`config.mk`:
```
export PLATFORM = sky130hd
export DESIGN_NAME = sorted_marker_set_engine_unit_flat
export DESIGN_NICKNAME = d
export VERILOG_FILES = /design/src/design/smse_pkg.sv /design/src/design/smse_cmd_if.sv /design/src/design/smse_res_if.sv /design/src/design/smse_cfg_if.sv /design/src/design/sorted_marker_set_engine_unit.sv /design/src/design/smse_store.sv /design/src/design/smse_ctrl.sv /design/src/flat_wrapper.sv
export SDC_FILE = /design/constraint.sdc
export NUM_CORES = 2
export LEC_CHECK = 0
export BUFFER_PORTS_ARGS = -buffer_cell sky130_fd_sc_hd__buf_4
export CORE_ASPECT_RATIO = 1.75
export CORE_MARGIN = 1.5
export CORE_UTILIZATION = 55
export CTS_CLUSTER_SIZE = 40
export DETAILED_ROUTE_END_ITERATION = 8
export GPL_TIMING_DRIVEN = 0
export PLACE_DENSITY_LB_ADDON = 0.1
export SLEW_MARGIN = 15
export SYNTH_ARGS = -nofsm -noshare
export SYNTH_HDL_FRONTEND = slang
export SYNTH_SLANG_ARGS = --single-unit
```
`constraint.sdc`:
```
create_clock -name i_clk -period 8.8 [get_ports i_clk]
set_input_delay 0.88 -clock i_clk [delete_from_list [all_inputs] [get_ports i_clk]]
set_output_delay 0.88 -clock i_clk [all_outputs]
set_load 0.01 [all_outputs]
```
`src/design/smse_pkg.sv`:
```
// ----------------------------------------------------------------------------
// smse_pkg
// shared constants for the sorted marker set engine
// ----------------------------------------------------------------------------
package smse_pkg;

    localparam int MAX_ENTRIES_DEF = 32;

    localparam int POS_W   = 31;
    localparam int CMD_W   = 3;
    localparam int IDX_W   = 8;
    localparam int STAT_W  = 2;
    localparam int FIDX_W  = 5;
    localparam int CNT_W   = 6;

    localparam logic [CMD_W-1:0] CMD_INSERT = 3'd0;
    localparam logic [CMD_W-1:0] CMD_REMOVE = 3'd1;
    localparam logic [CMD_W-1:0] CMD_MOVE   = 3'd2;
    localparam logic [CMD_W-1:0] CMD_FIND   = 3'd3;
    localparam logic [CMD_W-1:0] CMD_CLEAR  = 3'd4;
    localparam logic [CMD_W-1:0] CMD_LIST   = 3'd5;

    localparam logic [STAT_W-1:0] ST_OK   = 2'd0;
    localparam logic [STAT_W-1:0] ST_MISS = 2'd1;
    localparam logic [STAT_W-1:0] ST_FULL = 2'd2;

endpackage

```
`src/design/smse_cmd_if.sv`:
```
// ----------------------------------------------------------------------------
// smse_cmd_if
// command channel: one command item per handshake
// ----------------------------------------------------------------------------
interface smse_cmd_if;
    logic                                valid;
    logic                                ready;
    logic [smse_pkg::CMD_W-1:0]          cmd;
    logic signed [smse_pkg::POS_W:0]     position;
    logic [smse_pkg::IDX_W-1:0]          entry_index;
    logic [smse_pkg::POS_W-1:0]          tolerance;

    modport source (output valid, cmd, position, entry_index, tolerance, input ready);
    modport sink   (input valid, cmd, position, entry_index, tolerance, output ready);
endinterface

```
`src/design/smse_res_if.sv`:
```
// ----------------------------------------------------------------------------
// smse_res_if
// result channel: one result item per handshake
// ----------------------------------------------------------------------------
interface smse_res_if;
    logic                          valid;
    logic                          ready;
    logic [smse_pkg::STAT_W-1:0]   status;
    logic [smse_pkg::FIDX_W-1:0]   found_index;
    logic [smse_pkg::POS_W-1:0]    region_start;
    logic [smse_pkg::POS_W-1:0]    region_end;
    logic [smse_pkg::CNT_W-1:0]    entry_count;
    logic                          last;

    modport source (output valid, status, found_index, region_start, region_end,
                    entry_count, last, input ready);
    modport sink   (input valid, status, found_index, region_start, region_end,
                    entry_count, last, output ready);
endinterface

```
`src/design/smse_cfg_if.sv`:
```
// ----------------------------------------------------------------------------
// smse_cfg_if
// configuration write channel for the clip length register
// ----------------------------------------------------------------------------
interface smse_cfg_if;
    logic                         valid;
    logic                         ready;
    logic [smse_pkg::POS_W-1:0]   data;

    modport source (output valid, data, input ready);
    modport sink   (input valid, data, output ready);
endinterface

```
`src/design/sorted_marker_set_engine_unit.sv`:
```
// ----------------------------------------------------------------------------
// sorted_marker_set_engine_unit
// sorted, duplicate-free set of cut positions with nearest search and listing
// ----------------------------------------------------------------------------
// channels: i_cmd takes one command item, o_res returns its result items,
//   i_cfg writes clip_length (always ready, write only while idle)
// a command is taken only while the sequencer is idle; every command gives
//   one result item with last set, list gives entry_count+1 items
// the sequencer walks the position memory entry by entry: read, then
//   evaluate or write back; list gives one result item per entry walked
// the next command can be taken while the last result item of the previous
//   one is still presented, but not before that last item is registered
// reset: entry count and clip length clear at once, no memory sweep
// a stalled receiver holds the result register; a list walk waits on it,
//   other commands finish and wait in the response step
// ----------------------------------------------------------------------------
module sorted_marker_set_engine_unit #(
    parameter int MAX_ENTRIES = smse_pkg::MAX_ENTRIES_DEF
) (
    input  logic        i_clk,
    input  logic        i_rst_n,
    smse_cmd_if.sink    i_cmd,
    smse_res_if.source  o_res,
    smse_cfg_if.sink    i_cfg
);
    localparam int AW = $clog2(MAX_ENTRIES);

    logic                       re;
    logic [AW-1:0]              raddr;
    logic [smse_pkg::POS_W-1:0] rdata;
    logic                       we;
    logic [AW-1:0]              waddr;
    logic [smse_pkg::POS_W-1:0] wdata;

    smse_ctrl #(
        .MAX_ENTRIES (MAX_ENTRIES)
    ) u_ctrl (
        .i_clk   (i_clk),
        .i_rst_n (i_rst_n),
        .i_cmd   (i_cmd),
        .o_res   (o_res),
        .i_cfg   (i_cfg),
        .o_re    (re),
        .o_raddr (raddr),
        .i_rdata (rdata),
        .o_we    (we),
        .o_waddr (waddr),
        .o_wdata (wdata)
    );

    smse_store #(
        .DEPTH (MAX_ENTRIES)
    ) u_store (
        .i_clk   (i_clk),
        .i_re    (re),
        .i_raddr (raddr),
        .o_rdata (rdata),
        .i_we    (we),
        .i_waddr (waddr),
        .i_wdata (wdata)
    );
endmodule

```
`src/design/smse_store.sv`:
```
// ----------------------------------------------------------------------------
// smse_store
// position memory, one write and one registered read port
// ----------------------------------------------------------------------------
module smse_store #(
    parameter int DEPTH = smse_pkg::MAX_ENTRIES_DEF,
    parameter int AW    = $clog2(DEPTH)
) (
    input  logic                       i_clk,
    input  logic                       i_re,
    input  logic [AW-1:0]              i_raddr,
    output logic [smse_pkg::POS_W-1:0] o_rdata,
    input  logic                       i_we,
    input  logic [AW-1:0]              i_waddr,
    input  logic [smse_pkg::POS_W-1:0] i_wdata
);
    logic [smse_pkg::POS_W-1:0] r_mem [DEPTH];
    logic [smse_pkg::POS_W-1:0] r_rdata;

    always_ff @(posedge i_clk) begin
        if (i_we) begin
            r_mem[i_waddr] <= i_wdata;
        end
        if (i_re) begin
            r_rdata <= r_mem[i_raddr];
        end
    end

    assign o_rdata = r_rdata;
endmodule

```
`src/design/smse_ctrl.sv`:
```
// ----------------------------------------------------------------------------
// smse_ctrl
// command sequencer: walks the position memory, shifts, scans and lists
// ----------------------------------------------------------------------------
module smse_ctrl #(
    parameter int MAX_ENTRIES = smse_pkg::MAX_ENTRIES_DEF,
    parameter int AW          = $clog2(MAX_ENTRIES),
    parameter int CW          = $clog2(MAX_ENTRIES + 1)
) (
    input  logic                       i_clk,
    input  logic                       i_rst_n,
    smse_cmd_if.sink                   i_cmd,
    smse_res_if.source                 o_res,
    smse_cfg_if.sink                   i_cfg,
    output logic                       o_re,
    output logic [AW-1:0]              o_raddr,
    input  logic [smse_pkg::POS_W-1:0] i_rdata,
    output logic                       o_we,
    output logic [AW-1:0]              o_waddr,
    output logic [smse_pkg::POS_W-1:0] o_wdata
);
    localparam int PW = smse_pkg::POS_W;

    typedef enum logic [7:0] {
        S_IDLE  = 8'b0000_0001,
        S_PRUNE = 8'b0000_0010,
        S_ISCAN = 8'b0000_0100,
        S_SHUP  = 8'b0000_1000,
        S_SHDN  = 8'b0001_0000,
        S_FIND  = 8'b0010_0000,
        S_LIST  = 8'b0100_0000,
        S_RESP  = 8'b1000_0000
    } t_state;

    t_state r_st, n_st;
    logic [smse_pkg::CMD_W-1:0]  r_cmd, n_cmd;
    logic [PW-1:0]               r_np, n_np;
    logic                        r_ok, n_ok;
    logic signed [PW:0]          r_pos, n_pos;
    logic [PW-1:0]               r_tol, n_tol;
    logic [CW-1:0]               r_cnt, n_cnt;
    logic [CW-1:0]               r_i, n_i;
    logic [CW-1:0]               r_j, n_j;
    logic                        r_wait, n_wait;
    logic [PW-1:0]               r_clip;
    logic [PW+1:0]               r_bestd, n_bestd;
    logic [AW-1:0]               r_best, n_best;
    logic                        r_fnd, n_fnd;
    logic [PW-1:0]               r_prev, n_prev;
    logic [smse_pkg::STAT_W-1:0] r_status, n_status;
    logic [AW-1:0]               r_fidx, n_fidx;

    logic                        r_ov, n_ov;
    logic [smse_pkg::STAT_W-1:0] r_o_status, n_o_status;
    logic [smse_pkg::FIDX_W-1:0] r_o_fidx, n_o_fidx;
    logic [PW-1:0]               r_o_rs, n_o_rs;
    logic [PW-1:0]               r_o_re, n_o_re;
    logic [smse_pkg::CNT_W-1:0]  r_o_cnt, n_o_cnt;
    logic                        r_o_last, n_o_last;

    logic                        out_free;
    logic [PW-1:0]               hi;
    logic signed [PW+2:0]        diff;
    logic [PW+1:0]               gap_abs;

    assign out_free = !r_ov || o_res.ready;
    assign hi       = (r_clip > PW'(2)) ? (r_clip - PW'(1)) : PW'(1);
    assign diff     = $signed({3'b000, i_rdata}) - (PW+3)'(r_pos);
    assign gap_abs  = diff[PW+2] ? (PW+2)'(-diff) : diff[PW+1:0];

    assign i_cmd.ready = (r_st == S_IDLE);
    assign i_cfg.ready = 1'b1;

    always_comb begin
        n_st = r_st; n_cmd = r_cmd; n_np = r_np; n_ok = r_ok; n_pos = r_pos;
        n_tol = r_tol; n_cnt = r_cnt; n_i = r_i; n_j = r_j; n_wait = r_wait;
        n_bestd = r_bestd; n_best = r_best; n_fnd = r_fnd; n_prev = r_prev;
        n_status = r_status; n_fidx = r_fidx;
        n_ov = r_ov && !o_res.ready;
        n_o_status = r_o_status; n_o_fidx = r_o_fidx; n_o_rs = r_o_rs;
        n_o_re = r_o_re; n_o_cnt = r_o_cnt; n_o_last = r_o_last;
        o_re = 1'b0; o_raddr = '0; o_we = 1'b0; o_waddr = '0; o_wdata = '0;

        case (r_st)
            S_IDLE: begin
                if (i_cmd.valid) begin
                    n_cmd    = i_cmd.cmd;
                    n_pos    = i_cmd.position;
                    n_tol    = i_cmd.tolerance;
                    n_i      = '0;
                    n_wait   = 1'b0;
                    n_status = smse_pkg::ST_OK;
                    n_fidx   = '0;
                    case (i_cmd.cmd)
                        smse_pkg::CMD_INSERT: begin
                            n_np = i_cmd.position[PW-1:0];
                            n_ok = !i_cmd.position[PW] && (i_cmd.position != '0)
                                   && (i_cmd.position[PW-1:0] < r_clip);
                            n_st = S_PRUNE;
                        end
                        smse_pkg::CMD_REMOVE, smse_pkg::CMD_MOVE: begin
                            if (i_cmd.position[PW] || i_cmd.position == '0) begin
                                n_np = PW'(1);
                            end else if (i_cmd.position[PW-1:0] > hi) begin
                                n_np = hi;
                            end else begin
                                n_np = i_cmd.position[PW-1:0];
                            end
                            n_ok = 1'b0;
                            if ({1'b0, i_cmd.entry_index} >= 9'(r_cnt)) begin
                                n_status = smse_pkg::ST_MISS;
                                n_st     = S_RESP;
                            end else begin
                                n_j  = CW'(i_cmd.entry_index);
                                n_st = S_SHDN;
                            end
                        end
                        smse_pkg::CMD_FIND: begin
                            n_bestd = {2'b00, i_cmd.tolerance} + (PW+2)'(1);
                            n_fnd   = 1'b0;
                            n_best  = '0;
                            n_st    = S_FIND;
                        end
                        smse_pkg::CMD_CLEAR: begin
                            n_cnt = '0;
                            n_st  = S_RESP;
                        end
                        smse_pkg::CMD_LIST: begin
                            n_prev = '0;
                            if (r_cnt == '0) begin
                                n_status = smse_pkg::ST_MISS;
                                n_st     = S_RESP;
                            end else begin
                                n_st = S_LIST;
                            end
                        end
                        default: begin
                            n_status = smse_pkg::ST_MISS;
                            n_st     = S_RESP;
                        end
                    endcase
                end
            end
            S_SHDN: begin
                if (r_j + CW'(1) >= r_cnt) begin
                    n_cnt = r_cnt - CW'(1);
                    if (r_cmd == smse_pkg::CMD_MOVE) begin
                        n_ok   = (r_np < r_clip);
                        n_i    = '0;
                        n_wait = 1'b0;
                        n_st   = S_PRUNE;
                    end else begin
                        n_st = S_RESP;
                    end
                end else if (!r_wait) begin
                    o_re    = 1'b1;
                    o_raddr = AW'(r_j + CW'(1));
                    n_wait  = 1'b1;
                end else begin
                    o_we    = 1'b1;
                    o_waddr = AW'(r_j);
                    o_wdata = i_rdata;
                    n_j     = r_j + CW'(1);
                    n_wait  = 1'b0;
                end
            end
            S_PRUNE: begin
                if (!r_wait && r_i == r_cnt) begin
                    n_i = '0;
                    if (r_ok) begin
                        n_st = S_ISCAN;
                    end else begin
                        n_status = (r_cmd == smse_pkg::CMD_MOVE) ? smse_pkg::ST_MISS
                                                                 : smse_pkg::ST_OK;
                        n_st = S_RESP;
                    end
                end else if (!r_wait) begin
                    o_re    = 1'b1;
                    o_raddr = AW'(r_i);
                    n_wait  = 1'b1;
                end else begin
                    n_wait = 1'b0;
                    if (i_rdata >= r_clip) begin
                        n_cnt = r_i;
                    end else begin
                        n_i = r_i + CW'(1);
                    end
                end
            end
            S_ISCAN: begin
                if (!r_wait && r_i != r_cnt) begin
                    o_re    = 1'b1;
                    o_raddr = AW'(r_i);
                    n_wait  = 1'b1;
                end else if (r_wait && i_rdata < r_np) begin
                    n_i    = r_i + CW'(1);
                    n_wait = 1'b0;
                end else begin
                    n_wait = 1'b0;
                    if (r_wait && i_rdata == r_np) begin
                        n_fidx = AW'(r_i);
                        n_st   = S_RESP;
                    end else if (32'(r_cnt) >= 32'(MAX_ENTRIES)) begin
                        n_status = smse_pkg::ST_FULL;
                        n_st     = S_RESP;
                    end else begin
                        n_j  = r_cnt;
                        n_st = S_SHUP;
                    end
                end
            end
            S_SHUP: begin
                if (r_j == r_i) begin
                    o_we    = 1'b1;
                    o_waddr = AW'(r_i);
                    o_wdata = r_np;
                    n_cnt   = r_cnt + CW'(1);
                    n_fidx  = AW'(r_i);
                    n_st    = S_RESP;
                end else if (!r_wait) begin
                    o_re    = 1'b1;
                    o_raddr = AW'(r_j - CW'(1));
                    n_wait  = 1'b1;
                end else begin
                    o_we    = 1'b1;
                    o_waddr = AW'(r_j);
                    o_wdata = i_rdata;
                    n_j     = r_j - CW'(1);
                    n_wait  = 1'b0;
                end
            end
            S_FIND: begin
                if (!r_wait && r_i == r_cnt) begin
                    n_status = r_fnd ? smse_pkg::ST_OK : smse_pkg::ST_MISS;
                    n_fidx   = r_fnd ? r_best : '0;
                    n_st     = S_RESP;
                end else if (!r_wait) begin
                    o_re    = 1'b1;
                    o_raddr = AW'(r_i);
                    n_wait  = 1'b1;
                end else begin
                    if (gap_abs <= {2'b00, r_tol} && gap_abs < r_bestd) begin
                        n_bestd = gap_abs;
                        n_best  = AW'(r_i);
                        n_fnd   = 1'b1;
                    end
                    n_i    = r_i + CW'(1);
                    n_wait = 1'b0;
                end
            end
            S_LIST: begin
                if (!r_wait && r_i == r_cnt) begin
                    if (out_free) begin
                        n_ov       = 1'b1;
                        n_o_status = smse_pkg::ST_OK;
                        n_o_fidx   = '0;
                        n_o_rs     = r_prev;
                        n_o_re     = r_clip;
                        n_o_cnt    = smse_pkg::CNT_W'(r_cnt);
                        n_o_last   = 1'b1;
                        n_st       = S_IDLE;
                    end
                end else if (!r_wait) begin
                    o_re    = 1'b1;
                    o_raddr = AW'(r_i);
                    n_wait  = 1'b1;
                end else if (out_free) begin
                    n_ov       = 1'b1;
                    n_o_status = smse_pkg::ST_OK;
                    n_o_fidx   = '0;
                    n_o_rs     = r_prev;
                    n_o_re     = i_rdata;
                    n_o_cnt    = smse_pkg::CNT_W'(r_cnt);
                    n_o_last   = 1'b0;
                    n_prev     = i_rdata;
                    n_i        = r_i + CW'(1);
                    n_wait     = 1'b0;
                end
            end
            S_RESP: begin
                if (out_free) begin
                    n_ov       = 1'b1;
                    n_o_status = r_status;
                    n_o_fidx   = (r_cmd == smse_pkg::CMD_INSERT) ? '0
                                                                 : smse_pkg::FIDX_W'(r_fidx);
                    n_o_rs     = '0;
                    n_o_re     = '0;
                    n_o_cnt    = smse_pkg::CNT_W'(r_cnt);
                    n_o_last   = 1'b1;
                    n_st       = S_IDLE;
                end
            end
            default: begin
                n_st = S_IDLE;
            end
        endcase
    end

    always_ff @(posedge i_clk) begin
        if (!i_rst_n) begin
            r_st   <= S_IDLE;
            r_cnt  <= '0;
            r_wait <= 1'b0;
            r_ov   <= 1'b0;
            r_clip <= '0;
        end else begin
            r_st   <= n_st;
            r_cnt  <= n_cnt;
            r_wait <= n_wait;
            r_ov   <= n_ov;
            if (i_cfg.valid) begin
                r_clip <= i_cfg.data;
            end
        end
    end

    always_ff @(posedge i_clk) begin
        r_cmd      <= n_cmd;
        r_np       <= n_np;
        r_ok       <= n_ok;
        r_pos      <= n_pos;
        r_tol      <= n_tol;
        r_i        <= n_i;
        r_j        <= n_j;
        r_bestd    <= n_bestd;
        r_best     <= n_best;
        r_fnd      <= n_fnd;
        r_prev     <= n_prev;
        r_status   <= n_status;
        r_fidx     <= n_fidx;
        r_o_status <= n_o_status;
        r_o_fidx   <= n_o_fidx;
        r_o_rs     <= n_o_rs;
        r_o_re     <= n_o_re;
        r_o_cnt    <= n_o_cnt;
        r_o_last   <= n_o_last;
    end

    assign o_res.valid        = r_ov;
    assign o_res.status       = r_o_status;
    assign o_res.found_index  = r_o_fidx;
    assign o_res.region_start = r_o_rs;
    assign o_res.region_end   = r_o_re;
    assign o_res.entry_count  = r_o_cnt;
    assign o_res.last         = r_o_last;
endmodule

```
`src/flat_wrapper.sv`:
```
// flat-port wrapper written by rule: the top's interface ports become plain ports
module sorted_marker_set_engine_unit_flat 
#(
    parameter int MAX_ENTRIES = smse_pkg::MAX_ENTRIES_DEF
)
  (i_clk, i_rst_n, i_cmd_valid, i_cmd_cmd, i_cmd_position, i_cmd_entry_index, i_cmd_tolerance, i_cmd_ready, o_res_valid, o_res_status, o_res_found_index, o_res_region_start, o_res_region_end, o_res_entry_count, o_res_last, o_res_ready, i_cfg_valid, i_cfg_data, i_cfg_ready);
  smse_cmd_if i_cmd_i ();
  smse_res_if o_res_i ();
  smse_cfg_if i_cfg_i ();
  input  logic i_clk;
  input  logic i_rst_n;
  input wire logic [$bits(i_cmd_i.valid)-1:0] i_cmd_valid;
  input wire logic [$bits(i_cmd_i.cmd)-1:0] i_cmd_cmd;
  input wire logic [$bits(i_cmd_i.position)-1:0] i_cmd_position;
  input wire logic [$bits(i_cmd_i.entry_index)-1:0] i_cmd_entry_index;
  input wire logic [$bits(i_cmd_i.tolerance)-1:0] i_cmd_tolerance;
  output wire logic [$bits(i_cmd_i.ready)-1:0] i_cmd_ready;
  output wire logic [$bits(o_res_i.valid)-1:0] o_res_valid;
  output wire logic [$bits(o_res_i.status)-1:0] o_res_status;
  output wire logic [$bits(o_res_i.found_index)-1:0] o_res_found_index;
  output wire logic [$bits(o_res_i.region_start)-1:0] o_res_region_start;
  output wire logic [$bits(o_res_i.region_end)-1:0] o_res_region_end;
  output wire logic [$bits(o_res_i.entry_count)-1:0] o_res_entry_count;
  output wire logic [$bits(o_res_i.last)-1:0] o_res_last;
  input wire logic [$bits(o_res_i.ready)-1:0] o_res_ready;
  input wire logic [$bits(i_cfg_i.valid)-1:0] i_cfg_valid;
  input wire logic [$bits(i_cfg_i.data)-1:0] i_cfg_data;
  output wire logic [$bits(i_cfg_i.ready)-1:0] i_cfg_ready;
  assign i_cmd_i.valid = i_cmd_valid;
  assign i_cmd_i.cmd = i_cmd_cmd;
  assign i_cmd_i.position = i_cmd_position;
  assign i_cmd_i.entry_index = i_cmd_entry_index;
  assign i_cmd_i.tolerance = i_cmd_tolerance;
  assign i_cmd_ready = i_cmd_i.ready;
  assign o_res_valid = o_res_i.valid;
  assign o_res_status = o_res_i.status;
  assign o_res_found_index = o_res_i.found_index;
  assign o_res_region_start = o_res_i.region_start;
  assign o_res_region_end = o_res_i.region_end;
  assign o_res_entry_count = o_res_i.entry_count;
  assign o_res_last = o_res_i.last;
  assign o_res_i.ready = o_res_ready;
  assign i_cfg_i.valid = i_cfg_valid;
  assign i_cfg_i.data = i_cfg_data;
  assign i_cfg_ready = i_cfg_i.ready;
  sorted_marker_set_engine_unit #(.MAX_ENTRIES(MAX_ENTRIES)) u_core (.i_clk(i_clk), .i_rst_n(i_rst_n), .i_cmd(i_cmd_i), .o_res(o_res_i), .i_cfg(i_cfg_i));
endmodule
```
==> results.yml <==
detailed_routing:
  via_per_inst: 6.33
  firstDrtPassIters: 8
  drc_errors: 0
  wirelength_um: 223000
  first_iter_violations: 5018
  vias: 47101
  post_drt_wl_per_cell_um: 29.9
  ant_nets: 0
finish:
  register_area_um2: 39600
  drive_above_1_share_pct: 9.75
  multi_input_area_um2: 21500
  fillers: 8967
  nets: 6231
  syn2layout_area_growth_pct: 13.8
critical_path:
  worstSetupStartpointType: "flip-flop"
  critPathRequiredTime_ps: 9270
  cp_max_fo: 31
  cpMaxStageDelayCell: "edfxtp_1"
  slowest_delay_ps: 660
  crit_arrival_ps: 8270
  critPathKind: "reg -> reg"
  r2r_setup_slack_ps: 1000
  critPathCaptureType: "flip-flop"
  crit_path_cell_trace: "ha_1 > clkbuf_1 > nand4_1 > nor2_1 > a21boi_0 > o21ai_0 > a222oi_1 > nand3_1 > nor4_2 > a31oi_1 > xor2_1 > ha_1 > a21o_1 > a21o_1 > a21oi_1 > nor2_1 > a2111oi_0 > nor2_1 > or4_1 > a211oi_1 > a21o_2 > buf_12"
  crit_top_cell: "nor2_1"
sta:
  min_period_ps: 7800
  fin_setup_tns_ps: 0
  finalCritPeriodShare_pct: 88.6
  fmax_mhz: 128
  fin_hold_ws_ps: 305
  worst_pin_slew_ps: 1410
  slew_viol_final: 0
  hold_violations: 0
  rsz0062_at_grt: "false"
  timing.slew.headroom_pct: 5.96
  setup_viol: 0
  skew_ps: 36.0
worst_hold_path:
  hold_class: "in -> reg"
outcome:
  outcome: "finished clean"
job:
  maxCapViolCount: 0
logic_synthesis:
  synth_flop_cell: "edfxtp_1"
  ys_ff_latch: 1333
  synth_cells: 5485
  synth_warnings: 0
  ys_types: 81
  synth_edf_count: 1286
  netlist_area_um2: 62600
  syn_area_per_cell_um2: 11.4
  yosysSeqAreaShare_pct: 63.2
  ys_async_sr_fraction_pct: 0
die:
  fp.dieArea_um2: 116000
  die_h_um: 449
  fp.coreArea_um2: 113000
  start_util_pct: 55.5
  rows: 163
  io_pins: 189
  die_w_um: 258
pwr:
  ir_drop_uv: 185
  internal_power_mw: 11.2
  p_clk_share_pct: 33.0
  p_sw_share_pct: 30.1
  power_frac_comb_pct: 21.1
  powerDensity_nw_per_um2: 226
  p_seq_share_pct: 45.9
  switchingPower_mw: 4.84
  p_leak_nw: 24.9
clock_tree:
  clk_latency_ps: 780
  post_cts_buffers: 0
  cts_root_buf: "clkbuf_16"
  numClockSinks: 1333
  cts_tree: "done"
  cts.clk_slew.worst_paths_ps: 70
  cts_buffer_depth: 3
  htree_levels: 3
  postCtsHoldBufs: 0
  cts_resized: 0
  numCtsBuffers: 117
placed_design:
  portBuffers: 185
  hpwl_um: 163000
  gp_congestion: 1.07
grt:
  grtUsageTotal_pct: 38.2
  grt_max_degree: 36
  grt_pass1_wl_um: 314000
  antenna_found_initial: 8
  overflow: 0
  grt_pass1_vias: 46721
-- worst max-delay path, delay by kind of cell, from the launching register on --
family,cells,cell delay [ps]
xor+xnor,1,400
flops,1,660
buf+inv,2,620
fa+ha+maj,2,740
simple gates,7,1980
compound gates,10,3060
-- placed cells by master (no fill, tap or decap), types with 16 or more instances in the layout --
| master | instances |
|---|---|
| clkbuf_16 | 117 |
| nand2b_1 | 24 |
| nor3_1 | 38 |
| buf_12 | 41 |
| buf_1 | 50 |
| o21ai_0 | 146 |
| and2_1 | 73 |
| mux2i_1 | 36 |
| nand2_1 | 1261 |
| and3_1 | 43 |
| nor4_1 | 55 |
| o211ai_1 | 19 |
| dfxtp_1 | 47 |
| buf_4 | 195 |
| a211oi_1 | 39 |
| xnor2_1 | 78 |
| a31oi_1 | 60 |
| ha_1 | 270 |
| clkinv_2 | 22 |
| o32ai_1 | 20 |
| clkbuf_1 | 192 |
| a21o_1 | 69 |
| or4_1 | 35 |
| o22ai_1 | 16 |
| nor2b_1 | 68 |
| inv_1 | 186 |
| edfxtp_1 | 1286 |
| clkinv_1 | 27 |
| a22o_2 | 31 |
| buf_2 | 62 |
| xor2_1 | 50 |
| nand4_1 | 57 |
| nor2_1 | 126 |
| nand3_1 | 428 |
| a21oi_1 | 398 |
| o21a_1 | 19 |
| nor2_4 | 33 |
-- cells in the mapped netlist, types with 21 or more instances --
library cell	count	area [um^2]
nand2b_1	24	150
buf_1	50	188
nand3_1	428	2140
mux2i_1	36	360
nor2_1	161	604
xor2_1	50	438
nor4_1	57	357
or4_1	35	263
nor2b_1	68	425
a22o_1	33	289
buf_2	60	300
nand4_1	57	357
inv_1	187	702
o32ai_1	21	184
edfxtp_1	1286	38600
a31oi_1	60	375
a211oi_1	39	293
and3_1	43	269
clkbuf_1	170	638
o21ai_0	147	736
a21oi_1	398	1990
a21o_1	72	541
and2_1	73	457
dfxtp_1	47	941
xnor2_1	78	683
ha_1	270	3380
nor3_1	38	190
nand2_1	1261	4730
-- per-layer routing --
metal  vias up  GRT usage (%)  part of all wire, %
li1      20754              -                    -
met3       886           6.82                  7.6
met1     22824           38.8                   32
met2      2629           65.5                   50
met5         -              0                0.021
met4         8           36.3                   11
-- cell type report --
| class | instances | share of cell area, % |
|---|---|---|
| Timing Repair Buffer | 244 | 3.53 |
| Inverter | 189 | 0.999 |
| Clock inverter | 80 | 1.22 |
| Clock buffer | 139 | 4.23 |
| Buffer | 284 | 1.62 |
| Tap cell | 1485 | 2.61 |
| Antenna cell | 7 | 0.0246 |
| Multi-Input combinational cell | 3680 | 30.2 |
| Sequential cell | 1333 | 55.5 |
-- flip-flops by register name (all words and copies together), names as in the netlist, 8 cells and up --
register / cells
u_core.u_ctrl.r_pos: 32
u_core.u_ctrl.r_prev: 31
u_core.u_ctrl.r_np: 31
u_core.u_ctrl.r_tol: 31
u_core.u_ctrl.r_bestd: 33
u_core.u_ctrl.r_st: 8
u_core.u_ctrl.r_clip: 31
u_core.u_ctrl.o_res.region_start: 31
u_core.u_ctrl.o_res.region_end: 31
u_core.u_store.r_mem: 992
u_core.u_store.o_rdata: 31
-- final timing paths --
path	depth (start not counted)	endpoint	from
worst max-delay path	22	u_core.u_ctrl.r_best[4]$_SDFFCE_PN0P_	u_core.u_store.o_rdata[9]$_DFFE_PP_
worst min-delay path	1	u_core.u_ctrl.r_tol[8]$_DFFE_PP_	i_cmd_tolerance[8]
worst max register to register	22	u_core.u_ctrl.r_best[4]$_SDFFCE_PN0P_	u_core.u_store.o_rdata[9]$_DFFE_PP_
worst min register to register	0	u_core.u_ctrl.o_res.entry_count[5]$_DFFE_PP_	u_core.u_ctrl.r_cnt[5]$_SDFFE_PN0P_
-- metrics by stage --
step	util (%)	power [mW]	worst slack (ps)	area [um^2]	std cells
6_report	63.2	16.1	999	71200	7441
5_1_grt	63.2	16.6	473	71200	7434
4_1_cts	63.1	16.1	1140	71200	7434
3_5_place_dp	59.7	10.9	1170	67300	7215
3_3_place_gp	58.4	10.8	357	65800	7156
2_1_floorplan	-	9.60	2420	62600	5486
-- cells by family (layout without fill, tap and decap cells) --
group           count (synthesis)  after routing  synth area share [%]
simple gates                 2310           2310                  16.8
flops                        1333           1333                  63.2
compound gates                927            927                  9.14
buf+inv                       473            936                  2.98
fa+ha+maj                     272            272                  5.46
xor+xnor                      128            128                  1.79
mux                            40             40                 0.648
other cells                     2             10                0.0120
-- power groups by stage --
| stage | Combinational, mW | Clock [mW] | Sequential, mW |
|---|---|---|---|
| after floorplan | 2.13 | 0 | 7.47 |
| after global placement | 3.25 | 0 | 7.52 |
| after detailed placement | 3.35 | 0 | 7.51 |
| after CTS | 3.37 | 5.31 | 7.37 |
| after global routing | 3.70 | 5.54 | 7.39 |
| final | 3.40 | 5.31 | 7.38 |
No activity file was read; power rests on OpenSTA's default activity.
